`config.mk`:
```
export PLATFORM = sky130hd
export DESIGN_NAME = substring_search_core_flat
export DESIGN_NICKNAME = d
export VERILOG_FILES = /design/src/design/ss_pkg.sv /design/src/design/ss_if.sv /design/src/design/ss_cell.sv /design/src/design/substring_search_core.sv /design/src/flat_wrapper.sv
export SDC_FILE = /design/constraint.sdc
export NUM_CORES = 1
export LEC_CHECK = 0
export ABC_AREA = 1
export BUFFER_PORTS_ARGS = -buffer_cell sky130_fd_sc_hd__clkbuf_2
export CAP_MARGIN = 20
export CORE_ASPECT_RATIO = 1.1
export CORE_MARGIN = 5
export CORE_UTILIZATION = 30
export CTS_CLUSTER_DIAMETER = 80
export DETAILED_ROUTE_END_ITERATION = 10
export PLACE_DENSITY = 0.58
export SETUP_SLACK_MARGIN = 0.3
export SLEW_MARGIN = 20
export SYNTH_ARGS = -nofsm -noshare
export SYNTH_HDL_FRONTEND = slang
export SYNTH_SLANG_ARGS = --single-unit
```
`constraint.sdc`:
```
create_clock -name clk -period 4.1 [get_ports clk]
set_input_delay 0 -clock clk [delete_from_list [all_inputs] [get_ports clk]]
set_output_delay 0 -clock clk [all_outputs]
set_load 0.02 [all_outputs]
```
`src/design/ss_pkg.sv`:
```
// Shared constants and types for the substring search block.
package ss_pkg;

  localparam int TEXT_MAX    = 1024;
  localparam int PATTERN_MAX = 8;

  localparam int IDX_W  = $clog2(TEXT_MAX) + 1;   // holds TEXT_MAX itself
  localparam int LEN_W  = 4;                      // pattern_length register
  localparam int CNT_W  = $clog2(PATTERN_MAX) + 1;
  localparam int POS_W  = 10;                     // start_position register
  localparam int DATA_W = 64;
  localparam int ADDR_W = 5;

  typedef enum logic [1:0] {
    REG_PATTERN_BYTES  = 2'd0,
    REG_PATTERN_LENGTH = 2'd1,
    REG_START_POSITION = 2'd2
  } reg_index_t;

  // Per-cycle control that every window cell sees.
  typedef struct packed {
    logic shift;
    logic clear;
  } cell_ctrl_t;

endpackage

```
`src/design/ss_if.sv`:
```
// Valid/ready channels for text bytes and search results.
interface ss_text_if;
  logic       valid;
  logic       ready;
  logic [7:0] text_byte;
  logic       last_byte;

  modport source (output valid, output text_byte, output last_byte, input ready);
  modport sink   (input valid, input text_byte, input last_byte, output ready);
endinterface

interface ss_result_if;
  logic                     valid;
  logic                     ready;
  logic                     found;
  logic [ss_pkg::IDX_W-1:0] match_position;

  modport source (output valid, output found, output match_position, input ready);
  modport sink   (input valid, input found, input match_position, output ready);
endinterface

```
`src/design/ss_cell.sv`:
```
// One window cell: holds a text byte, passes it on, compares the byte it takes.
module ss_cell (
  input  logic               clk,
  input  logic               rst,
  input  ss_pkg::cell_ctrl_t ctrl,
  input  logic [7:0]         d,
  input  logic [7:0]         want,
  input  logic               used,
  output logic [7:0]         q,
  output logic               hit
);

  // compare against the value this cell holds after the shift
  assign hit = !used || (d == want);

  always_ff @(posedge clk) begin
    if (rst || ctrl.clear) begin
      q <= '0;
    end else if (ctrl.shift) begin
      q <= d;
    end
  end

endmodule

```
`src/design/substring_search_core.sv`:
```
// Top level of the streaming substring search: config regs, cell chain, result register.
// Latency: a result is valid on the cycle after the text beat that causes it.
// Throughput: one text byte per cycle while no result is stalled; the whole window compare runs in the
//   accept cycle across the chain of eight cells, so nothing iterates.
// A stalled result holds the input side off until it is taken.
// Reset (rst, synchronous, active high): window, byte index, match state and
//   result valid clear; pattern_bytes 0, pattern_length 1, start_position 0.
module substring_search_core (
  input  logic                      clk,
  input  logic                      rst,
  // configuration port
  input  logic                      psel,
  input  logic                      penable,
  input  logic                      pwrite,
  input  logic [ss_pkg::ADDR_W-1:0] paddr,
  input  logic [ss_pkg::DATA_W-1:0] pwdata,
  output logic [ss_pkg::DATA_W-1:0] prdata,
  output logic                      pready,
  // streams
  ss_text_if.sink                   text,
  ss_result_if.source               result
);

  localparam int NCELL = ss_pkg::PATTERN_MAX;

  // ---------------- configuration registers ----------------
  logic [ss_pkg::DATA_W-1:0] pattern_bytes;
  logic [ss_pkg::LEN_W-1:0]  pattern_length;
  logic [ss_pkg::POS_W-1:0]  start_position;
  logic                      cfg_write;
  ss_pkg::reg_index_t        cfg_sel;

  assign pready    = 1'b1;
  assign cfg_write = psel && penable && pwrite && pready;
  // registers sit on 8-byte boundaries
  assign cfg_sel   = ss_pkg::reg_index_t'(paddr[4:3]);

  always_ff @(posedge clk) begin
    if (rst) begin
      pattern_bytes  <= '0;
      pattern_length <= ss_pkg::LEN_W'(1);
      start_position <= '0;
    end else if (cfg_write) begin
      case (cfg_sel)
        ss_pkg::REG_PATTERN_BYTES:  pattern_bytes  <= pwdata;
        ss_pkg::REG_PATTERN_LENGTH: pattern_length <= pwdata[ss_pkg::LEN_W-1:0];
        ss_pkg::REG_START_POSITION: start_position <= pwdata[ss_pkg::POS_W-1:0];
        default: ;  // unmapped address, write dropped
      endcase
    end
  end

  always_comb begin
    case (cfg_sel)
      ss_pkg::REG_PATTERN_BYTES:  prdata = pattern_bytes;
      ss_pkg::REG_PATTERN_LENGTH: prdata = ss_pkg::DATA_W'(pattern_length);
      ss_pkg::REG_START_POSITION: prdata = ss_pkg::DATA_W'(start_position);
      default:                    prdata = '0;
    endcase
  end

  // Effective pattern length: 0 acts as 1, anything over the window as full window.
  logic [ss_pkg::LEN_W-1:0] len_used;
  always_comb begin
    if (pattern_length == '0) begin
      len_used = ss_pkg::LEN_W'(1);
    end else if (pattern_length > ss_pkg::LEN_W'(NCELL)) begin
      len_used = ss_pkg::LEN_W'(NCELL);
    end else begin
      len_used = pattern_length;
    end
  end

  // ---------------- per-text state ----------------
  logic [ss_pkg::IDX_W-1:0] byte_index;
  logic [ss_pkg::CNT_W-1:0] bytes_considered;
  logic                     match_done;

  logic                     accept;
  logic                     search;
  logic [ss_pkg::CNT_W-1:0] considered_next;
  logic [ss_pkg::IDX_W-1:0] index_next;
  logic                     window_hit;
  logic                     hit;
  logic                     emit_miss;

  assign text.ready = !result.valid || result.ready;
  assign accept     = text.valid && text.ready;

  // A byte enters the window only before a match, inside the text limit and
  // at or past the start position.
  assign search = !match_done
               && (byte_index < ss_pkg::IDX_W'(ss_pkg::TEXT_MAX))
               && (byte_index >= ss_pkg::IDX_W'(start_position));

  assign considered_next = (search && bytes_considered < ss_pkg::CNT_W'(NCELL))
                         ? bytes_considered + 1'b1 : bytes_considered;

  assign index_next = (byte_index < ss_pkg::IDX_W'(ss_pkg::TEXT_MAX))
                    ? byte_index + 1'b1 : byte_index;

  // ---------------- cell chain ----------------
  // Cell 0 takes the new byte; cell k takes cell k-1's byte. Cell k is
  // compared with pattern byte len-1-k when k is inside the pattern.
  ss_pkg::cell_ctrl_t ctrl;
  logic [7:0]         cell_q   [NCELL];
  logic [7:0]         cell_d   [NCELL];
  logic [NCELL-1:0]   cell_hit;

  assign ctrl.shift = accept && search;
  assign ctrl.clear = accept && text.last_byte;

  for (genvar k = 0; k < NCELL; k++) begin : g_cell
    logic [ss_pkg::LEN_W-1:0] sel;
    logic [7:0]               want;
    logic                     used;

    assign sel  = len_used - 1'b1 - ss_pkg::LEN_W'(k);
    assign want = pattern_bytes[8*sel[2:0] +: 8];
    assign used = ss_pkg::LEN_W'(k) < len_used;

    if (k == 0) begin : g_head
      assign cell_d[k] = text.text_byte;
    end else begin : g_link
      assign cell_d[k] = cell_q[k-1];
    end

    ss_cell u_cell (
      .clk  (clk),
      .rst  (rst),
      .ctrl (ctrl),
      .d    (cell_d[k]),
      .want (want),
      .used (used),
      .q    (cell_q[k]),
      .hit  (cell_hit[k])
    );
  end

  assign window_hit = &cell_hit;
  assign hit        = search && window_hit
                   && (considered_next >= ss_pkg::CNT_W'(len_used));
  // end of text with no match: report the (saturated) length
  assign emit_miss  = text.last_byte && !match_done && !hit;

  always_ff @(posedge clk) begin
    if (rst) begin
      byte_index       <= '0;
      bytes_considered <= '0;
      match_done       <= 1'b0;
    end else if (accept) begin
      if (text.last_byte) begin
        byte_index       <= '0;
        bytes_considered <= '0;
        match_done       <= 1'b0;
      end else begin
        byte_index       <= index_next;
        bytes_considered <= considered_next;
        match_done       <= match_done || hit;
      end
    end
  end

  // ---------------- result register ----------------
  always_ff @(posedge clk) begin
    if (rst) begin
      result.valid <= 1'b0;
    end else if (accept) begin
      result.valid <= hit || emit_miss;
    end else if (result.ready) begin
      result.valid <= 1'b0;
    end
  end

  always_ff @(posedge clk) begin
    if (accept && (hit || emit_miss)) begin
      result.found          <= hit;
      result.match_position <= hit
                             ? byte_index + 1'b1 - ss_pkg::IDX_W'(len_used)
                             : index_next;
    end
  end

endmodule

```
`src/flat_wrapper.sv`:
```
// flat-port wrapper written by rule: the top's interface ports become plain ports
module substring_search_core_flat 
  (clk, rst, psel, penable, pwrite, paddr, pwdata, prdata, pready, text_valid, text_text_byte, text_last_byte, text_ready, result_valid, result_found, result_match_position, result_ready);
  ss_text_if text_i ();
  ss_result_if result_i ();
  input  logic clk;
  input  logic rst;
  input  logic psel;
  input  logic penable;
  input  logic pwrite;
  input  logic [ss_pkg::ADDR_W-1:0] paddr;
  input  logic [ss_pkg::DATA_W-1:0] pwdata;
  output logic [ss_pkg::DATA_W-1:0] prdata;
  output logic pready;
  input wire logic [$bits(text_i.valid)-1:0] text_valid;
  input wire logic [$bits(text_i.text_byte)-1:0] text_text_byte;
  input wire logic [$bits(text_i.last_byte)-1:0] text_last_byte;
  output wire logic [$bits(text_i.ready)-1:0] text_ready;
  output wire logic [$bits(result_i.valid)-1:0] result_valid;
  output wire logic [$bits(result_i.found)-1:0] result_found;
  output wire logic [$bits(result_i.match_position)-1:0] result_match_position;
  input wire logic [$bits(result_i.ready)-1:0] result_ready;
  assign text_i.valid = text_valid;
  assign text_i.text_byte = text_text_byte;
  assign text_i.last_byte = text_last_byte;
  assign text_ready = text_i.ready;
  assign result_valid = result_i.valid;
  assign result_found = result_i.found;
  assign result_match_position = result_i.match_position;
  assign result_i.ready = result_ready;
  substring_search_core u_core (.clk(clk), .rst(rst), .psel(psel), .penable(penable), .pwrite(pwrite), .paddr(paddr), .pwdata(pwdata), .prdata(prdata), .pready(pready), .text(text_i), .result(result_i));
endmodule
```
# == After elaboration in Yosys (flattened, before gate mapping) ==
# Cells that the tools add are included.
# word_totals
word_cells,112
regBits,163
output_inout_bits,79
# op_classes
eq_ne,10
reduce_logical,43
mux,11
n_addsub,11
magnitude_cmp,13
n_shift,8
# ops
op,count
64-bit by 7-bit indexed part select with 8-bit output,8
64-bit case mux with 3 select lines,1
8-bit == test,8
11-bit two-way mux,3
3-bit by 4-bit less-than comparator with 1-bit output (first input constant),4
4-bit two-way mux,4
1-bit logical AND,13
1-bit logical OR,12
3-bit subtractor (second input constant),4
11-bit by 1-bit adder with 11-bit output (second input constant),1
11-bit by 10-bit >= comparator with 1-bit output,1
1-bit zero test,11
11-bit less-than comparator (second input constant),1
11-bit by 4-bit subtractor with 11-bit output,1
1-bit by 4-bit less-than comparator with 1-bit output (first input constant),2
2-bit by 4-bit less-than comparator with 1-bit output (first input constant),2
8-bit AND reduction,1
2-bit AND reduction,3
3-bit by 1-bit subtractor with 3-bit output (second input constant),2
3-bit by 2-bit subtractor with 3-bit output (second input constant),2
4-bit by 1-bit adder with 4-bit output (second input constant),1
4-bit >= comparator,1
4-bit > comparator (second input constant),1
4-bit zero test,1
other kinds (6),8

# == Logic depth before layout (Yosys ltp) ==
# depth
ltp_word,15
mapped_depth,27
mapped_depth_nobuf,26

# == Hierarchy ==
# From an unflattened synthesis, not the netlist that was laid out.
# unflattened
hier_cells,1736
area_unflattened_um2,11320.9
# by_module_without_submodules
module,cells_each,seq_area_each_um2,instances,area_per_inst_um2
substring_search_core,1200,2262.2,1,7587.3
ss_cell,67,160.2,8,466.7

# == Least setup slack after synthesis ==
# OpenSTA, ideal clock, no wires.
# synth_path
path_type,flip-flop to flip-flop
startpoint,register u_core.pattern_length[3] in the netlist's numbering
endpoint,register u_core.result.found (enable)
required_ns,3.750
t_arrival_ns,3.223
setup_time_ns,0.350
setup_slack_ns,0.527
path_stages_with_launch,22
cell_sequence,dfxtp_1 -> nor2_2 -> nand2_2 -> nand2_4 -> buf_4 -> buf_6 -> ha_1 -> inv_1 -> clkbuf_1 -> clkbuf_1 -> nand3_1 -> nand3_1 -> nand3_1 -> nand2_1 -> nand2_1 -> nor2_1 -> nand2_1 -> nand2_1 -> nand2_1 -> nor2_2 -> nand4_1 -> nand2_1
# synth_via
elab_chain_cells,15
word_cells_on_any_way,60
# synth_rtl
element,line,text
"start, declared",substring_search_core.sv:28,logic [ss_pkg::LEN_W-1:0] pattern_length;
"start signal, assigned",substring_search_core.sv:41,pattern_length <= ss_pkg::LEN_W'(1);
"start signal, assigned",substring_search_core.sv:46,ss_pkg::REG_PATTERN_LENGTH: pattern_length <= pwdata[ss_pkg::LEN_W-1:0];
4-bit > comparator,substring_search_core.sv:67,end else if (pattern_length > ss_pkg::LEN_W'(NCELL)) begin
4-bit two-way mux,substring_search_core.sv:67,
4-bit two-way mux (*),substring_search_core.sv:65,if (pattern_length == '0) begin
3-bit by 1-bit subtractor with 3-bit output,substring_search_core.sv:118,assign sel = len_used - 1'b1 - ss_pkg::LEN_W'(k);
"3-bit subtractor, or another cell as far along",substring_search_core.sv:118,
64-bit by 7-bit indexed part select with 8-bit output,substring_search_core.sv:119,assign want = pattern_bytes[8*sel[2:0] +: 8];
8-bit == test,ss_cell.sv:14,assign hit = !used || (d == want);
1-bit logical OR,ss_cell.sv:14,
8-bit AND reduction,substring_search_core.sv:140,assign window_hit = &cell_hit;
1-bit logical AND,substring_search_core.sv:141,assign hit = search && window_hit
1-bit logical AND (*),substring_search_core.sv:142,&& (considered_next >= ss_pkg::CNT_W'(len_used));
1-bit zero test,substring_search_core.sv:144,assign emit_miss = text.last_byte && !match_done && !hit;
1-bit logical AND,substring_search_core.sv:144,
1-bit logical OR (*),substring_search_core.sv:176,if (accept && (hit || emit_miss)) begin
1-bit logical AND (*),substring_search_core.sv:176,
"end signal, assigned",substring_search_core.sv:177,result.found <= hit;
"end, declared",ss_if.sv:18,"modport source (output valid, output found, output match_position, input ready);"
# Every way passes the cells marked *; elsewhere a longest branch is shown, timed or not.
# A chain may end at the register's enable or synchronous reset.

# == Final worst setup path ==
# layout_path
startpoint,register u_core.pattern_length[3] in the netlist's numbering
endpoint,register u_core.result.match_position[7] (enable)
# layout_via
elab_chain_cells,15
word_cells_on_any_way,60
# layout_rtl
element,line,text
4-bit > comparator,substring_search_core.sv:67,
4-bit two-way mux,substring_search_core.sv:67,
4-bit two-way mux (*),substring_search_core.sv:65,
3-bit by 1-bit subtractor with 3-bit output,substring_search_core.sv:118,
"3-bit subtractor, or another cell as far along",substring_search_core.sv:118,
64-bit by 7-bit indexed part select with 8-bit output,substring_search_core.sv:119,
8-bit == test,ss_cell.sv:14,
1-bit logical OR,ss_cell.sv:14,
8-bit AND reduction,substring_search_core.sv:140,
1-bit logical AND,substring_search_core.sv:141,
1-bit logical AND (*),substring_search_core.sv:142,
1-bit zero test,substring_search_core.sv:144,
1-bit logical AND,substring_search_core.sv:144,
1-bit logical OR (*),substring_search_core.sv:176,
1-bit logical AND (*),substring_search_core.sv:176,
"end signal, assigned",substring_search_core.sv:178,result.match_position <= hit
"end, declared",ss_if.sv:18,
# Marks and branches as above.

==> metrics.log <==
INFO  metric gr-max-usage-layer = met2
INFO  metric place_area = 0.01238 mm^2
INFO  metric cts_inserted_buffers = 17
INFO  metric critical_path.cell_chain = nor2_4 > nand2_2 > nand2_4 > buf_6 > ha_1 > clkinv_1 > buf_6 > nand3_1 > nand3_1 > nand3b_1 > nand2_1 > nand3_1 > nor2_1 > nand2_1 > nand2_1 > nand2_1 > nor2_4 > nand4_1 > nand2_2 > clkbuf_16
INFO  metric port_buffers = 159
INFO  metric hold_path_class = in2reg
INFO  metric post_synth_instance_area = 0.01118 mm^2
INFO  metric diodes = 0
INFO  metric via_count_of_the_first_global_routing_pass = 11667
INFO  metric fp.dieH = 212.5 um
INFO  metric vdd.ir_drop.worst = 0.3018 mV
INFO  metric synth_edf_count = 12
INFO  metric worst_skew_pair.late_latency = 0.45 ns
INFO  metric layout_common_cells = 537 x sky130_fd_sc_hd__nand2_1, 332 x sky130_fd_sc_hd__nand3_1, 174 x sky130_fd_sc_hd__inv_1, 159 x sky130_fd_sc_hd__clkbuf_2, 157 x sky130_fd_sc_hd__nor2_1
INFO  metric path_clk_slew = 0.07 ns
INFO  metric maxCapViolations = 0
INFO  metric crit_path_top_delay_cell = sky130_fd_sc_hd__dfxtp_2
INFO  metric cts-htree-levels = 4
INFO  metric cts_num_sinks = 163
INFO  metric drcViolationCount = 0
INFO  metric globalRouteMet3Util = 3.550%
INFO  metric critPathMaxStageDelay = 0.37 ns
INFO  metric ys_ff_latch = 163
INFO  metric relSlewSlack = 41.00%
INFO  metric timing.fmax = 273.3 MHz
INFO  metric synth_top_flop_cell = sky130_fd_sc_hd__dfxtp_1
INFO  metric layout_commonest_cell = sky130_fd_sc_hd__nand2_1
INFO  metric gp_routability_congestion = 0.9593
INFO  metric synthArstFlopShare = 0%
INFO  metric final_count_of_pins_violating_max_slew = 0
INFO  metric syn2layout_area_growth = 25.77%
INFO  metric cts-root-buf = sky130_fd_sc_hd__clkbuf_16
INFO  metric nFillCells = 4018
INFO  metric mappedNetlistNets = 1949
INFO  metric hold_viol_final = 0
INFO  metric register_area_share_after_synthesis = 30.26%
INFO  metric distinct_cell_type_count_of_the_synthesized_netlist = 44
INFO  metric powerDensity = 301.0 mW/mm^2
INFO  metric worstMarginPinSlew = 0.8850 ns
INFO  metric cp_max_fo = 22
INFO  metric ys.warnings.count = 0
INFO  metric grt_overflow = 0
INFO  metric critical_path_class = reg2reg
INFO  metric final.setup_skew = 0.01467 ns
INFO  metric detailed_route_vias_per_instance = 4.992
INFO  metric design.portCount = 164
INFO  metric tritoncts = built
INFO  metric setup_tns = 0 ns
INFO  metric period_minus_slack = 3.659 ns
INFO  metric critical_path_launch_point_type = flop
INFO  metric remaining_antenna_violation_count = 0
INFO  metric drt-initial-drc-count = 959
INFO  metric cts_max_path_buffers = 2
INFO  metric run_status = completed
INFO  metric fin_area = 0.01406 mm^2
INFO  metric timing.critical_path.to_type = flop
INFO  metric path_common_cell = sky130_fd_sc_hd__nand2_1
INFO  metric drt_pre_antenna_iters = 6
INFO  metric fraction_of_layout_cells_with_a_size_suffix_above_1 = 14.18%
INFO  metric fp-row-count = 74
INFO  metric wl_per_cell = 17.28 um
INFO  metric design.core.area = 0.03704 mm^2
INFO  metric grt_first_pass_wirelength = 66920 um
INFO  metric postSynthCellCount = 1838
INFO  metric worst-endpoint-arrival = 3.84 ns
INFO  metric grt_max_degree = 113
INFO  metric critical_path_required = 4.28 ns
INFO  metric antenna_found_initial = 0
INFO  metric grt_setup_unrepaired = false
INFO  metric gr-usage-all-layers = 20.60%
INFO  metric total_length_of_routed_wires = 44000 um
INFO  metric hpwl = 33760 um
INFO  metric global_route.usage.met2 = 33.42%
INFO  metric leakagePower = 0.006465 uW
INFO  metric num_vias = 12709
INFO  metric number_of_nets_in_the_finished_design = 2150
INFO  metric groute.layer.met1.usage = 26.95%
INFO  metric layout_worst_path_cycle_share = 89.25%
INFO  metric initial_utilization = 30.19%
INFO  metric die-width = 194.1 um
INFO  metric setup_viol = 0
INFO  metric die-area = 0.04124 mm^2
INFO  metric avgSynthCellArea = 6.084 um^2
==> cells in the mapped netlist, types with 2 or more instances <==
| cell | instances | area, um^2 |
|---|---|---|
| sky130_fd_sc_hd__o21ai_1 | 3 | 15.01 |
| sky130_fd_sc_hd__dfxtp_1 | 151 | 3023 |
| sky130_fd_sc_hd__xnor2_1 | 5 | 43.79 |
| sky130_fd_sc_hd__nand2_2 | 7 | 43.79 |
| sky130_fd_sc_hd__nand2_1 | 542 | 2034 |
| sky130_fd_sc_hd__o22ai_1 | 6 | 37.54 |
| sky130_fd_sc_hd__edfxtp_1 | 12 | 360.4 |
| sky130_fd_sc_hd__inv_1 | 181 | 679.4 |
| sky130_fd_sc_hd__nor2_2 | 2 | 12.51 |
| sky130_fd_sc_hd__buf_1 | 5 | 18.77 |
| sky130_fd_sc_hd__clkbuf_1 | 54 | 202.7 |
| sky130_fd_sc_hd__o21ai_2 | 4 | 35.03 |
| sky130_fd_sc_hd__a211oi_1 | 57 | 427.9 |
| sky130_fd_sc_hd__buf_4 | 10 | 75.07 |
| sky130_fd_sc_hd__nand3_1 | 335 | 1677 |
| sky130_fd_sc_hd__ha_1 | 25 | 312.8 |
| sky130_fd_sc_hd__nand4_1 | 7 | 43.79 |
| sky130_fd_sc_hd__inv_2 | 8 | 30.03 |
| sky130_fd_sc_hd__nand2_4 | 3 | 33.78 |
| sky130_fd_sc_hd__o21ai_0 | 96 | 480.5 |
| sky130_fd_sc_hd__buf_2 | 23 | 115.1 |
| sky130_fd_sc_hd__o221ai_1 | 4 | 35.03 |
| sky130_fd_sc_hd__nor3_1 | 3 | 15.01 |
| sky130_fd_sc_hd__a21oi_1 | 95 | 475.5 |
| sky130_fd_sc_hd__clkinv_1 | 2 | 7.510 |
| sky130_fd_sc_hd__buf_6 | 6 | 67.56 |
| sky130_fd_sc_hd__nor2_1 | 161 | 604.3 |
| sky130_fd_sc_hd__xor2_1 | 11 | 96.34 |
| sky130_fd_sc_hd__a22oi_1 | 2 | 15.01 |
| sky130_fd_sc_hd__nand3b_1 | 4 | 30.03 |
==> worst max-delay path, delay by kind of cell, from the launching register on <==
family	cells	cell delay (ns)
adder cells (fa/ha/maj)	1	0.29
buffers and inverters	4	0.65
flip-flops	1	0.37
AND/OR/NAND/NOR	15	2.07
==> final timing paths <==
kind	from	to	slack (ns)	cells after the start
hold / removal	text_valid	u_core.byte_index[6]	0.03	5
setup / recovery	u_core.pattern_length[3]	u_core.result.match_position[7]	0.44	20
hold reg to reg	u_core.g_cell[6].u_cell.q[3]	u_core.g_cell[6].u_cell.q[3]	0.49	2
setup reg to reg	u_core.pattern_length[3]	u_core.result.match_position[7]	0.44	20
==> metal layers <==
metal	share of wire, %	routed length, um	vias up
li1	-	-	6444
met1	44	19510	5742
met2	46	20060	445
met3	5.8	2560	78
met4	4.2	1860	0
met5	0	0	-
==> report_power, final <==
| group | internal, uW | switching, uW |
|---|---|---|
| Clock | 851 | 756 |
| Combinational | 322 | 570 |
| Sequential | 1680 | 58.6 |
| Total | 2850 | 1380 |
==> sequential cells by signal, summed over array words and instances, names as in the netlist, 4 cells and up <==
signal / count
u_core.pattern_length: 4
u_core.bytes_considered: 4
u_core.byte_index: 11
u_core.result.match_position: 11
u_core.start_position: 10
u_core.pattern_bytes: 64
u_core.g_cell.u_cell.q: 56
==> layout make-up <==
type / count / area (um^2) / area share [%]
timing repair buffer: 279 / 2001 / 14.23
inverter: 191 / 720.7 / 5.125
clock inverter: 15 / 145.1 / 1.032
clock buffer: 17 / 425.4 / 3.025
tap: 494 / 618.1 / 4.395
sequential: 163 / 3386 / 24.07
multi-input combinational: 1387 / 6768 / 48.12
==> logic make-up after synthesis <==
kind of cell               count (synthesis)  synth area share [%]
AOI/OAI and AO/OA                        273                 14.02
xor gates and xnor gates                  16                 1.253
adders and majority gates                 26                 2.976
buffers and inverters                    289                 10.70
DFF                                      163                 30.26
muxes                                      1                0.1007
other                                      1               0.03354
and+or+nand+nor                         1069                 40.66
==> metrics by stage <==
step | utilization [%] | setup WS, ns | hold WS, ns | std cells | total power, uW
3_5_place_dp | 33.43 | 0.2737 | 0.2644 | 2426 | 2566
4_1_cts | 37.06 | 0.3415 | 0.004029 | 2535 | 4241
2_1_floorplan | - | 0.5271 | 0.06907 | 1838 | 2293
6_report | 37.97 | 0.4409 | 0.03127 | 2546 | 4234
3_3_place_gp | 33.43 | 0.3005 | 0.2615 | 2426 | 2560
5_1_grt | 37.97 | 0.2678 | 0.04884 | 2546 | 4439
==> repair_timing <==
| action | CTS | global route |
|---|---|---|
| setup buffers | 0 | 8 |
| pin swaps | 0 | 10 |
| resized for setup | 2 | 55 |
| hold endpoints to repair | 102 | 0 |
| endpoints found under the setup margin | 12 | 25 |
| hold buffers | 77 | 0 |
| cloned | 0 | 2 |
(Power assumes the default switching activity.)
